### src/rtl/cedm_pkg.sv
// types, constants and helper functions for the calendar entry date match block
package cedm_pkg;

  localparam int unsigned YearW    = 8;
  localparam int unsigned MonthW   = 4;
  localparam int unsigned DayW     = 5;
  localparam int unsigned WeekdayW = 3;
  localparam int unsigned DateW    = 24;
  localparam int unsigned FieldW   = 8;
  localparam int unsigned CfgIdxW  = 3;

  localparam logic [FieldW-1:0] Wildcard    = 8'hff;
  localparam logic [FieldW-1:0] MonthOdd    = 8'd13;
  localparam logic [FieldW-1:0] MonthEven   = 8'd14;
  localparam logic [FieldW-1:0] WeekFirst   = 8'd1;
  localparam logic [FieldW-1:0] WeekLastFwd = 8'd5;
  localparam logic [FieldW-1:0] WeekFromEnd = 8'd6;
  localparam logic [FieldW-1:0] WeekLastEnd = 8'd9;

  // year offsets of the century years 1900 and 2100, which are not leap
  localparam logic [YearW-1:0] Year1900Off = 8'd0;
  localparam logic [YearW-1:0] Year2100Off = 8'd200;

  typedef enum logic [1:0] {
    KIND_SINGLE  = 2'd0,
    KIND_RANGE   = 2'd1,
    KIND_PATTERN = 2'd2,
    KIND_NONE    = 2'd3
  } entry_kind_e;

  typedef enum logic [CfgIdxW-1:0] {
    REG_ENTRY_KIND      = 3'd0,
    REG_FIRST_DATE      = 3'd1,
    REG_LAST_DATE       = 3'd2,
    REG_PATTERN_MONTH   = 3'd3,
    REG_PATTERN_WEEK    = 3'd4,
    REG_PATTERN_WEEKDAY = 3'd5
  } cfg_reg_e;

  // gregorian leap year for years 1900 to 2155 given as offsets
  function automatic logic is_leap(input logic [YearW-1:0] year_off);
    is_leap = (year_off[1:0] == 2'b00) && (year_off != Year1900Off) &&
              (year_off != Year2100Off);
  endfunction

  // month length, zero for a month outside 1 to 12
  function automatic logic [DayW-1:0] days_in_month(input logic              leap,
                                                    input logic [MonthW-1:0] month);
    logic [DayW-1:0] len;
    case (month)
      4'd1, 4'd3, 4'd5, 4'd7, 4'd8, 4'd10, 4'd12: len = 5'd31;
      4'd4, 4'd6, 4'd9, 4'd11:                   len = 5'd30;
      4'd2:                                      len = leap ? 5'd29 : 5'd28;
      default:                                   len = 5'd0;
    endcase
    days_in_month = len;
  endfunction

  // remainder by seven of a value below 32, three compare-subtract steps
  function automatic logic [2:0] mod7(input logic [DayW-1:0] x);
    logic [DayW-1:0] v;
    v = x;
    if (v >= 5'd28) v = v - 5'd28;
    if (v >= 5'd14) v = v - 5'd14;
    if (v >= 5'd7)  v = v - 5'd7;
    mod7 = v[2:0];
  endfunction

endpackage

### src/rtl/calendar_entry_date_match_top.sv
// calendar entry date match: one date compared against one configured entry
//
//   channel  | handshake             | payload
//   ---------+-----------------------+-------------------------------------------
//   request  | start_i / busy_o      | date_year_i, date_month_i, date_day_i,
//            |                       | date_weekday_i
//   result   | done_o (one cycle)    | matches_res_o
//   config   | cfg_we_i              | cfg_idx_i, cfg_data_i
//
// a request is taken at every edge where start_i is high; busy_o stays low
// each request passes through one input register, then the compare logic and
// one result register
// requests may follow each other in every cycle, one result per cycle
// reset clears the entry registers to their defaults and drops any request in flight
// the receiver cannot stall, so nothing is ever held back
module calendar_entry_date_match_top
  import cedm_pkg::*;
(
  input  logic                clk_i,
  input  logic                rst_ni,
  input  logic                start_i,
  output logic                busy_o,
  input  logic [YearW-1:0]    date_year_i,
  input  logic [MonthW-1:0]   date_month_i,
  input  logic [DayW-1:0]     date_day_i,
  input  logic [WeekdayW-1:0] date_weekday_i,
  output logic                done_o,
  output logic                matches_res_o,
  input  logic                cfg_we_i,
  input  logic [CfgIdxW-1:0]  cfg_idx_i,
  input  logic [DateW-1:0]    cfg_data_i
);

  // entry registers
  entry_kind_e       entry_kind_q;
  logic [DateW-1:0]  first_date_q;
  logic [DateW-1:0]  last_date_q;
  logic [FieldW-1:0] pattern_month_q;
  logic [FieldW-1:0] pattern_week_q;
  logic [FieldW-1:0] pattern_weekday_q;

  // input stage
  logic                in_vld_q;
  logic [YearW-1:0]    year_q;
  logic [MonthW-1:0]   month_q;
  logic [DayW-1:0]     day_q;
  logic [WeekdayW-1:0] weekday_q;

  // result stage
  logic done_q;
  logic match_q;
  logic match_d;

  // compare logic
  logic [DateW-1:0] packed_date;
  logic             month_ok;
  logic             week_ok;
  logic             weekday_ok;
  logic [DayW-1:0]  month_len;
  logic [DayW-1:0]  day_m1;
  logic [DayW-1:0]  days_left;
  logic [2:0]       week_fwd;
  logic [2:0]       week_end;

  // never stalls: the pipeline takes a request every cycle
  assign busy_o = 1'b0;

  // configuration writes; indexes past the list are ignored
  always_ff @(posedge clk_i or negedge rst_ni) begin
    if (!rst_ni) begin
      entry_kind_q      <= KIND_NONE;
      first_date_q      <= '0;
      last_date_q       <= '0;
      pattern_month_q   <= Wildcard;
      pattern_week_q    <= Wildcard;
      pattern_weekday_q <= Wildcard;
    end else if (cfg_we_i) begin
      unique case (cfg_idx_i)
        REG_ENTRY_KIND:      entry_kind_q      <= entry_kind_e'(cfg_data_i[1:0]);
        REG_FIRST_DATE:      first_date_q      <= cfg_data_i;
        REG_LAST_DATE:       last_date_q       <= cfg_data_i;
        REG_PATTERN_MONTH:   pattern_month_q   <= cfg_data_i[FieldW-1:0];
        REG_PATTERN_WEEK:    pattern_week_q    <= cfg_data_i[FieldW-1:0];
        REG_PATTERN_WEEKDAY: pattern_weekday_q <= cfg_data_i[FieldW-1:0];
        default: ;
      endcase
    end
  end

  // input register: valid is cleared by reset, payload is not
  always_ff @(posedge clk_i or negedge rst_ni) begin
    if (!rst_ni) begin
      in_vld_q <= 1'b0;
    end else begin
      in_vld_q <= start_i;
    end
  end

  always_ff @(posedge clk_i) begin
    if (start_i) begin
      year_q    <= date_year_i;
      month_q   <= date_month_i;
      day_q     <= date_day_i;
      weekday_q <= date_weekday_i;
    end
  end

  // packed the same way as the date registers so one ordered compare does
  assign packed_date = {year_q, 4'b0000, month_q, 3'b000, day_q};

  // month rule, date month zero counts as even
  assign month_ok = (pattern_month_q == Wildcard) ||
                    (pattern_month_q == {4'b0000, month_q}) ||
                    ((pattern_month_q == MonthOdd) && month_q[0]) ||
                    ((pattern_month_q == MonthEven) && !month_q[0]);

  // week rule: seven-day blocks from day one or counted back from the month end
  assign month_len = days_in_month(is_leap(year_q), month_q);
  assign day_m1    = day_q - 5'd1;
  assign days_left = month_len - day_q;
  assign week_fwd  = mod7(day_m1);
  assign week_end  = mod7(days_left);

  always_comb begin
    week_ok = 1'b0;
    if (pattern_week_q == Wildcard) begin
      week_ok = 1'b1;
    end else if ((pattern_week_q >= WeekFirst) && (pattern_week_q <= WeekLastFwd)) begin
      // day zero never matches
      week_ok = (day_q != '0) && (pattern_week_q == {5'b00000, week_fwd} + 8'd1);
    end else if ((pattern_week_q >= WeekFromEnd) && (pattern_week_q <= WeekLastEnd)) begin
      // unknown month or a day past the month end never matches
      week_ok = (month_len != '0) && (day_q <= month_len) &&
                ((pattern_week_q - WeekFromEnd) == {5'b00000, week_end});
    end
  end

  assign weekday_ok = (pattern_weekday_q == Wildcard) ||
                      (pattern_weekday_q == {5'b00000, weekday_q});

  always_comb begin
    case (entry_kind_q)
      KIND_SINGLE:  match_d = (packed_date == first_date_q);
      KIND_RANGE:   match_d = (first_date_q <= packed_date) && (packed_date <= last_date_q);
      KIND_PATTERN: match_d = month_ok && week_ok && weekday_ok;
      default:      match_d = 1'b0;
    endcase
  end

  // result register
  always_ff @(posedge clk_i or negedge rst_ni) begin
    if (!rst_ni) begin
      done_q <= 1'b0;
    end else begin
      done_q <= in_vld_q;
    end
  end

  always_ff @(posedge clk_i) begin
    if (in_vld_q) begin
      match_q <= match_d;
    end
  end

  assign done_o        = done_q;
  assign matches_res_o = match_q;

endmodule

### config.mk
export PLATFORM = sky130hd
export DESIGN_NAME = calendar_entry_date_match_top
export DESIGN_NICKNAME = d
export VERILOG_FILES = /design/src/rtl/cedm_pkg.sv /design/src/rtl/calendar_entry_date_match_top.sv
export SDC_FILE = /design/constraint.sdc
export NUM_CORES = 1
export LEC_CHECK = 0
export ABC_AREA = 1
export CORE_ASPECT_RATIO = 0.6
export CORE_MARGIN = 1.5
export CORE_UTILIZATION = 66
export CTS_BUF_LIST = sky130_fd_sc_hd__clkbuf_4 sky130_fd_sc_hd__clkbuf_8
export DETAILED_ROUTE_END_ITERATION = 8
export DONT_BUFFER_PORTS = 1
export GPL_TIMING_DRIVEN = 0
export PLACE_DENSITY = 0.8
export SYNTH_ARGS = -nofsm -noshare
export SYNTH_HDL_FRONTEND = slang
export SYNTH_SLANG_ARGS = --single-unit
export TNS_END_PERCENT = 20
### constraint.sdc
create_clock -name clk_i -period 5.67 [get_ports clk_i]
set_clock_uncertainty 0.2 [all_clocks]
set_input_delay 0.2835 -clock clk_i [delete_from_list [all_inputs] [get_ports clk_i]]
set_output_delay 0.2835 -clock clk_i [all_outputs]
set_load 0.02 [all_outputs]
==> results of run 1 <==
==> state kept, by name (all words and copies together) (netlist names) <==
signal             cells
entry_kind_q           2
in_vld_q               1
pattern_month_q        8
weekday_q              3
first_date_q          24
pattern_week_q         8
month_q                4
matches_res_o          1
pattern_weekday_q      8
year_q                 8
done_o                 1
day_q                  5
last_date_q           24
==> cells by family after synthesis <==
| family | after synthesis |
|---|---|
| AND/OR/NAND/NOR | 267 |
| AO/OA/AOI/OAI | 127 |
| buffers and inverters | 114 |
| flip-flops | 97 |
| adder cells (fa/ha/maj) | 50 |
| XOR/XNOR | 10 |
| other | 1 |
==> repair_timing <==
action | 4_1_cts | 5_1_grt
hold buffers | 48 | 0
setup buffers | 0 | 0
hold endpoints to repair | 172 | 0
==> power by group <==
group | internal, mW | total (mW) | switching, mW
sequential | 0.855 | 0.949 | 0.0943
combinational | 0.289 | 0.748 | 0.459
clock | 0.168 | 0.431 | 0.263
==> synth_stat cells, types with 2 or more instances <==
| master | count | area, um^2 |
|---|---|---|
| inv_2 | 3 | 11.26 |
| dfrtp_1 | 50 | 1251 |
| nand3_1 | 36 | 180.2 |
| nand2_1 | 153 | 574.3 |
| o21ai_0 | 85 | 425.4 |
| nor4_1 | 6 | 37.54 |
| nor3b_1 | 3 | 22.52 |
| a21oi_2 | 2 | 17.52 |
| xor2_1 | 7 | 61.31 |
| a2111oi_0 | 2 | 17.52 |
| dfstp_2 | 26 | 683.2 |
| or2_2 | 3 | 18.77 |
| edfxtp_1 | 21 | 630.6 |
| nor2_2 | 4 | 25.02 |
| nor2_1 | 21 | 78.83 |
| a211oi_1 | 2 | 15.01 |
| nand2_2 | 12 | 75.07 |
| inv_1 | 97 | 364.1 |
| nor3_1 | 3 | 15.01 |
| nand4_1 | 14 | 87.58 |
| clkbuf_1 | 13 | 48.80 |
| a21oi_1 | 20 | 100.1 |
| ha_1 | 49 | 613.1 |
| nand3b_1 | 2 | 15.01 |
| a31oi_1 | 4 | 25.02 |
| nand3_2 | 6 | 60.06 |
| o2111ai_1 | 2 | 17.52 |
==> stage by stage <==
step / util (%) / area (um^2)
2_1_floorplan: - / 5684
3_3_place_gp: 71.83 / 5819
3_5_place_dp: 71.83 / 5819
4_1_cts: 80.37 / 6511
5_1_grt: 80.37 / 6511
6_report: 80.37 / 6511
==> final cells by class <==
| cell class | instances | area share, % |
|---|---|---|
| multi-input cells | 455 | 41.28 |
| flip-flops and latches | 97 | 39.39 |
| repair buffers | 48 | 7.802 |
| inverters | 100 | 5.765 |
| well taps | 108 | 2.075 |
| clock buffers | 9 | 1.902 |
| clock inverters | 7 | 0.9224 |
| plain buffers | 14 | 0.8647 |
==> critical path: cells and delay by family (launching register included) <==
kind            cells  cell delay (ns)
compound gates      4             0.84
buf+inv             4             0.36
flops               1             0.49
simple gates       18             1.67
fa+ha+maj           4             1.09
==> per-layer routing <==
| metal | share of wire (%) | vias to the layer above | track usage (%) |
|---|---|---|---|
| li1 | - | 2332 | - |
| met1 | 45 | 2338 | 46.22 |
| met4 | 1.6 | 0 | 7.881 |
| met5 | 0 | - | 0 |
| met3 | 9.0 | 33 | 6.667 |
| met2 | 45 | 260 | 52.90 |
==> final timing paths <==
check	start	to	slack [ns]
min in group asynchronous	rst_ni	first_date_q[6]$_DFFE_PN0P_	0.26
setup reg to reg	month_q[0]$_DFFE_PP_	matches_res_o$_DFFE_PP_	0.79
hold reg to reg	in_vld_q$_DFF_PN0_	done_o$_DFF_PN0_	0.22
setup / recovery	month_q[0]$_DFFE_PP_	matches_res_o$_DFFE_PP_	0.79
hold / removal	cfg_idx_i[2]	entry_kind_q[0]$_DFFE_PN1P_	0.03
max in group asynchronous	rst_ni	pattern_month_q[3]$_DFFE_PN1P_	4.68
==> run_results.csv, run 1 <==
group,metric,value,unit
outcome,status,"finished clean",
sta,worst_slew_pin_slew,0.8086,ns
synth,synthMuxAreaShare,0,%
finish,drive_above_1_share,11.23,%
critical_path,crit_fanout,5,
critical_path,arrival,4.83,ns
floorplanning,row_count,25,
synth,async_flop_share,78.35,%
floorplanning,die_h,74.89,um
finish,mostFrequentLayoutCell,"nand2_1",
clocking,cts_resized,0,
clocking,numCtsBuffers,9,
synth,yosys_warnings,0,
synth,synth_cell_types,47,
sta,finalCriticalPeriod,4.883,ns
sta,finalHoldViolations,0,
placement,io_buffers,0,
finish,finalNonFillerCells,838,
grt,grt_pass1_vias,4787,
critical_path,cpPeakStageDelay,0.49,ns
synth,synth_top_family_by_area,"simple AND/OR/NAND/NOR gates",
critical_path,crit_type,"flop to flop",
pwr,vdd_drop_max,0.0002081,V
placement,dpl.hpwl,9881,um
drt,wire_per_inst,16.66,um
clocking,cts_tree,"yes",
finish,multi_input_area,2688,um^2
placement,place_ws,0.8403,ns
sta,fmax,204.8,MHz
synth,synthAdderAreaFrac,11.14,%
drt,route.detailed.drc,0,
sta,relSlewSlack,45.59,%
drt,routed-via-count,4963,
sta,setup_slack,0.7871,ns
synth,yosys.area_share.simple,21.77,%
sta,drv_slew,0,
grt,grt_max_degree,77,
clocking,clkLatencyLatePin,0.38,ns
floorplanning,io_pins,54,
floorplanning,coreArea,8102,um^2
critical_path,required,5.62,ns
sta,fin_setup_tns,0,ns
drt,drt_iter0_drc,541,
synth,syn_area,5684,um^2
synth,synthXorXnorAreaFrac,1.805,%
pwr,finalPower,2.128,mW
clocking,clock_path_buffers,2,
sta,period_share,86.12,%
finish,fillers,514,
critical_path,start_kind,"flop",
sta,rsz0062_at_grt,"false",
finish,seqCellArea,2565,um^2
sta,hold_ws,0.02760,ns
run,maxCapViolCount,0,
drt,viasPerCell,5.922,
floorplanning,start_util,70.16,%
finish,area_growth,14.55,%
placement,dp.cells,774,
synth,ys_ff_latch,97,
synth,synth_edf_count,21,
grt,grt-ovfl-total,0,
synth,synth_compound_area_share,12.50,%
finish,nets,826,
grt,antenna_found_initial,0,
min_path,whs_path_depth,4,
synth,ys_seq_area_share,45.12,%
synth,synthCells,666,
critical_path,reg2regPathDepth,30,
sta,setup-violations-final,0,
pwr,power.density,326.8,nW/um^2
floorplanning,fp.dieW,122.8,um
grt,grt.total_usage,32.74,%
critical_path,cp_slowest_cell,"edfxtp_1",
finish,layout_common_cells,"nand2_1 (153), inv_1 (97), o21ai_0 (85)",
clocking,path_clk_slew,0.11,ns
clocking,cts.sink_count,97,
clocking,ctsRootBufferMaster,"clkbuf_8",
synth,synthFlopType,"dfrtp_1",
synth,synth.net_count,767,
finish,n_antenna_cell,0,
min_path,hp-class,"input port to flop",
placement,gp_congestion,0.8869,
synth,synth_area_per_cell,8.535,um^2
pwr,p_leak,3.145,nW
grt,grt_pass1_wl,22800,um
critical_path,critPathCaptureType,"flop",
drt,wirelength,13960,um
drt,postRouteAntennaNets,0,
floorplanning,die-area,9197,um^2
critical_path,cpMostUsedCell,"nand2_1",
clocking,cts-htree-levels,3,
drt,drt_pass1_iterations,5,
Power figures use the tool's default switching activity.
==> run 2, diff against run 1 <==
- CAP_MARGIN: default -> 20
- CELL_PAD_IN_SITES_DETAIL_PLACEMENT: default -> 1
- CELL_PAD_IN_SITES_GLOBAL_PLACEMENT: default -> 2
- CORE_UTILIZATION: 66 -> 40
- PLACE_DENSITY: 0.8 -> 0.79
==> run 2 against run 1 <==
  * Combinational power is 1% higher
  * Utilization is 32 points lower
  * Maximum frequency is 1.4% lower
  * Sequential share of layout area is 0.63 points lower
  * Critical path depth stayed put
  * Total power is 2.0% higher
  * Sequential power hardly changed
  * First-iteration DRC count is 51% lower
  * Cell count is 9.9% higher
  * Worst hold slack better by 0.0013 ns
  * Final area is 1.6% higher
  * Largest cell class unchanged
==> run_results.csv, run 2 (synthesis results as in run 1) <==
group,metric,value,unit
sta,finalCriticalPeriod,4.950,ns
min_path,hp-start,"cfg_idx_i[2]",
pwr,p_leak,3.148,nW
pwr,power.density,328.1,nW/um^2
clocking,post-cts-setup-buffers,0,
clocking,numCtsBuffers,9,
pwr,finalPower,2.171,mW
critical_path,r2r_start,"month_q[0]$_DFFE_PP_",
finish,fillers,1645,
grt,grt_max_degree,77,
finish,finalInstanceArea,6616,um^2
finish,top_regs,"first_date_q (24), last_date_q (24)",
finish,n_antenna_cell,0,
sta,fmax,202.0,MHz
min_path,hp-class,"input port to flop",
grt,grt.total_usage,23.11,%
floorplanning,row_count,33,
clocking,holdBufCountCts,47,
clocking,clock_path_buffers,2,
floorplanning,start_util,41.34,%
clocking,cts_tree,"yes",
placement,io_buffers,0,
finish,final_util,48.12,%
finish,finalNonFillerCells,921,
placement,dpl.hpwl,11900,um
critical_path,cpPeakStageDelay,0.52,ns
sta,rsz0062_at_grt,"false",
sta,setup_slack,0.7200,ns
sta,drv_slew,0,
finish,nets,825,
placement,dpl_cell_area,5924,um^2
finish,drive_above_1_share,11.39,%
clocking,clkLatencyLatePin,0.39,ns
critical_path,cp_slowest_cell,"edfxtp_1",
clocking,path_clk_slew,0.11,ns
placement,dp.cells,858,
floorplanning,io_pins,54,
critical_path,r2r-end,"matches_res_o$_DFFE_PP_",
critical_path,critical_path.top_delay_family,"simple AND/OR/NAND/NOR gates",
placement,gp_congestion,0.7948,
critical_path,crit_type,"flop to flop",
sta,finalHoldViolations,0,
critical_path,crit_fanout,5,
clocking,cts.sink_count,97,
clocking,cts_resized,0,
clocking,cts-htree-levels,3,
grt,antenna_found_initial,0,
floorplanning,die-area,14960,um^2
finish,layout_common_cells,"nand2_1 (153), inv_1 (97), o21ai_0 (85)",
drt,wirelength,15830,um
critical_path,required,5.61,ns
finish,mostFrequentLayoutCell,"nand2_1",
pwr,vdd_drop_max,0.0001188,V
critical_path,cp_num_buf_inv,4,
placement,place_ws,0.7323,ns
grt,grt_pass1_vias,4933,
grt,grt_pass1_wl,25920,um
critical_path,start_kind,"flop",
sta,hold_ws,0.02891,ns
drt,routed-via-count,4703,
drt,viasPerCell,5.106,
run,maxCapViolCount,0,
critical_path,critPathCaptureType,"flop",
drt,drt_pass1_iterations,4,
critical_path,arrival,4.89,ns
floorplanning,coreArea,13750,um^2
sta,worst_slew_pin_slew,0.7597,ns
min_path,min_to,"entry_kind_q[0]$_DFFE_PN1P_",
critical_path,cpMostUsedCell,"nand2_1",
drt,wire_per_inst,17.19,um
sta,relSlewSlack,48.89,%
drt,postRouteAntennaNets,0,
critical_path,rrSetupSlack,0.72,ns
grt,grt-ovfl-total,0,
sta,period_share,87.30,%
drt,route.detailed.drc,0,
sta,setup-violations-final,0,
critical_path,reg2regPathDepth,30,
drt,drt_iter0_drc,267,
outcome,status,"finished clean",
finish,area_growth,16.40,%
floorplanning,fp.dieW,156.9,um
sta,fin_setup_tns,0,ns
floorplanning,die_h,95.34,um
clocking,ctsRootBufferMaster,"clkbuf_8",
min_path,whs_path_depth,4,
## run 2: cell type report
| cell class | instances | area, um^2 | share of cell area [%] |
|---|---|---|---|
| clock inverter | 7 | 70.07 | 1.059 |
| tap | 192 | 240.2 | 3.631 |
| buffer | 14 | 56.30 | 0.8510 |
| clock buffer | 9 | 123.9 | 1.872 |
| sequential | 97 | 2565 | 38.77 |
| timing repair buffer | 47 | 498.0 | 7.526 |
| multi-input combinational | 455 | 2688 | 40.62 |
| inverter | 100 | 375.4 | 5.673 |
## run 2: power breakdown
| part | total, mW | internal (mW) | switching [mW] |
|---|---|---|---|
| clock | 0.463 | 0.173 | 0.290 |
| sequential | 0.950 | 0.855 | 0.0952 |
| combinational | 0.758 | 0.288 | 0.470 |
| total | 2.17 | 1.32 | 0.856 |
## run 2: worst max path at each step
stage	startpoint	endpoint	slack, ns	depth (start not counted)
2_1_floorplan	month_q[3]$_DFFE_PP_	matches_res_o$_DFFE_PP_	1.61	30
3_3_place_gp	month_q[0]$_DFFE_PP_	matches_res_o$_DFFE_PP_	0.79	30
3_5_place_dp	month_q[0]$_DFFE_PP_	matches_res_o$_DFFE_PP_	0.73	30
4_1_cts	month_q[0]$_DFFE_PP_	matches_res_o$_DFFE_PP_	0.69	30
5_1_grt	month_q[0]$_DFFE_PP_	matches_res_o$_DFFE_PP_	0.16	30
6_report	month_q[0]$_DFFE_PP_	matches_res_o$_DFFE_PP_	0.72	30
## run 2: worst reg2reg max path: cells and delay by family, from the launching register on
family                     cells  cell delay, ns
and+or+nand+nor               18            1.69
buffers and inverters          4            0.39
AOI/OAI and AO/OA              4            0.80
adders and majority gates      4            1.09
DFF                            1            0.52
## run 2: metal layers
layer	wire [um]	global-route usage (%)	vias up
met5	0	0	-
met4	99	4.048	0
met3	538	3.955	8
met2	6640	35.66	66
met1	8554	34.28	2288
li1	-	-	2341
==> run 3, diff against run 2 <==
- GPL_TIMING_DRIVEN: 0 -> 1
==> run 3 against run 2 <==
  * Sequential share of layout area rose by 0.24 points
  * Wire length fell by 0.59%
  * Maximum frequency increased by 6.4%
  * Flip-flop and latch count is the same
  * Critical path type unchanged
  * Non-clock buffer count fell by 12
  * Die area unchanged
  * Highest routed layer unchanged
  * Via count is 0.83% lower
  * Global-route usage fell by 0.38 points
  * Count of clock-buffer cells in the layout is the same
  * Critical path depth stayed put
  * Clock power about the same
==> run_results.csv, run 3 (synthesis results as in run 1) <==
group,metric,value,unit
outcome,status,"finished clean",
placement,io_buffers,0,
sta,fmax,214.9,MHz
floorplanning,die_h,95.34,um
pwr,power.density,331.5,nW/um^2
clocking,cts.sink_count,97,
placement,dpl.hpwl,11620,um
pwr,p_leak,3.136,nW
critical_path,required,5.61,ns
sta,rsz0062_at_grt,"false",
critical_path,cpPeakStageDelay,0.50,ns
sta,fin_setup_tns,0,ns
pwr,clockPowerShare,21.4,%
grt,antenna_found_initial,1,
grt,grt_max_degree,77,
grt,grt_pass1_wl,25590,um
pwr,seq_power_share,43.8,%
sta,finalCriticalPeriod,4.653,ns
drt,drt_pass1_iterations,4,
finish,layout_common_cells,"nand2_1 (153), inv_1 (97), o21ai_0 (85)",
critical_path,cpMostUsedCell,"nand2_1",
floorplanning,die-area,14960,um^2
grt,grt-ovfl-total,0,
grt,grt_pass1_vias,4812,
pwr,vdd_drop_max,0.0001229,V
pwr,switching_power,0.8629,mW
sta,drv_slew,0,
sta,worst_slew_pin_slew,0.7080,ns
run,maxCapViolCount,0,
clocking,ctsRootBufferMaster,"clkbuf_8",
clocking,path_clk_slew,0.12,ns
drt,drt_iter0_drc,325,
placement,gp_congestion,0.8739,
pwr,p_comb_share,34.8,%
finish,final_util,47.82,%
clocking,cts_tree,"yes",
clocking,clkLatencyLatePin,0.38,ns
finish,finalInstanceArea,6575,um^2
finish,n_antenna_cell,0,
clocking,cts-htree-levels,3,
floorplanning,io_pins,54,
drt,route.detailed.drc,0,
critical_path,crit_type,"flop to flop",
critical_path,start_kind,"flop",
drt,postRouteAntennaNets,0,
critical_path,arrival,4.59,ns
grt,grt.total_usage,22.73,%
finish,drive_above_1_share,11.72,%
finish,top_regs,"first_date_q (24), last_date_q (24)",
critical_path,crit_fanout,5,
pwr,p_sw_share,39.60,%
drt,routed-via-count,4664,
floorplanning,start_util,41.34,%
finish,nets,813,
clocking,post-cts-setup-buffers,0,
min_path,hp-class,"input port to flop",
critical_path,cp_slowest_cell,"edfxtp_1",
drt,wirelength,15740,um
clocking,numCtsBuffers,9,
sta,hold_ws,0.02077,ns
clocking,clock_path_buffers,2,
floorplanning,coreArea,13750,um^2
sta,period_share,82.06,%
pwr,intPower,1.316,mW
floorplanning,row_count,33,
floorplanning,fp.dieW,156.9,um
sta,finalHoldViolations,0,
drt,viasPerCell,5.131,
placement,dpl_cell_area,5883,um^2
critical_path,critPathCaptureType,"flop",
clocking,cts_resized,0,
sta,relSlewSlack,52.37,%
finish,area_growth,15.67,%
clocking,holdBufCountCts,47,
finish,mostFrequentLayoutCell,"nand2_1",
drt,wire_per_inst,17.31,um
sta,setup-violations-final,0,
==> run 3: worst paths after layout <==
kind	to	depth (start not counted)	startpoint	slack (ns)
min in group asynchronous	last_date_q[12]$_DFFE_PN0P_	2	rst_ni	0.22
hold / removal	entry_kind_q[1]$_DFFE_PN1P_	2	cfg_data_i[1]	0.02
hold reg to reg	done_o$_DFF_PN0_	0	in_vld_q$_DFF_PN0_	0.21
max in group asynchronous	pattern_week_q[2]$_DFFE_PN1P_	2	rst_ni	4.68
setup reg to reg	matches_res_o$_DFFE_PP_	30	month_q[0]$_DFFE_PP_	1.02
setup / recovery	matches_res_o$_DFFE_PP_	30	month_q[0]$_DFFE_PP_	1.02
==> run 3: power groups by stage <==
stage,clock network [mW],logic [mW],registers (mW)
finish,0.466,0.758,0.955
global route,0.504,0.880,0.972
CTS,0.480,0.759,0.955
detailed placement,0,0.711,0.967
global placement,0,0.671,0.962
floorplan,0,0.552,0.930
==> run 3: cell type report <==
type                    count  area (um^2)
clock buffers               9        123.9
clock inverters             7        70.07
fillers                  1667         7174
inverters                 100        375.4
multi-input cells         455         2688
flip-flops and latches     97         2565
well taps                 192        240.2
repair buffers             49        513.0
==> run 3: routing by layer <==
layer,track usage (%),wire length (um),vias up
met4,4.921,140,0
met1,33.83,8344,2264
met5,0,0,-
met3,3.773,672,12
li1,-,-,2313
met2,34.59,6580,75
==> run 3: worst max-delay path: cells and delay by family (launching register included) <==
kind	cells	cell delay (ns)
and+or+nand+nor	18	1.58
adders and majority gates	4	1.05
AOI/OAI and AO/OA	4	0.72
DFF	1	0.50
buffers and inverters	4	0.38
==> run 3: stage by stage <==
stage | setup slack, ns | cells | power [mW]
2_1_floorplan | 1.605 | 666 | 1.481
3_3_place_gp | 1.222 | 846 | 1.633
5_1_grt | 0.5010 | 909 | 2.356
4_1_cts | 0.9957 | 909 | 2.193
3_5_place_dp | 1.014 | 846 | 1.678
6_report | 1.017 | 909 | 2.179
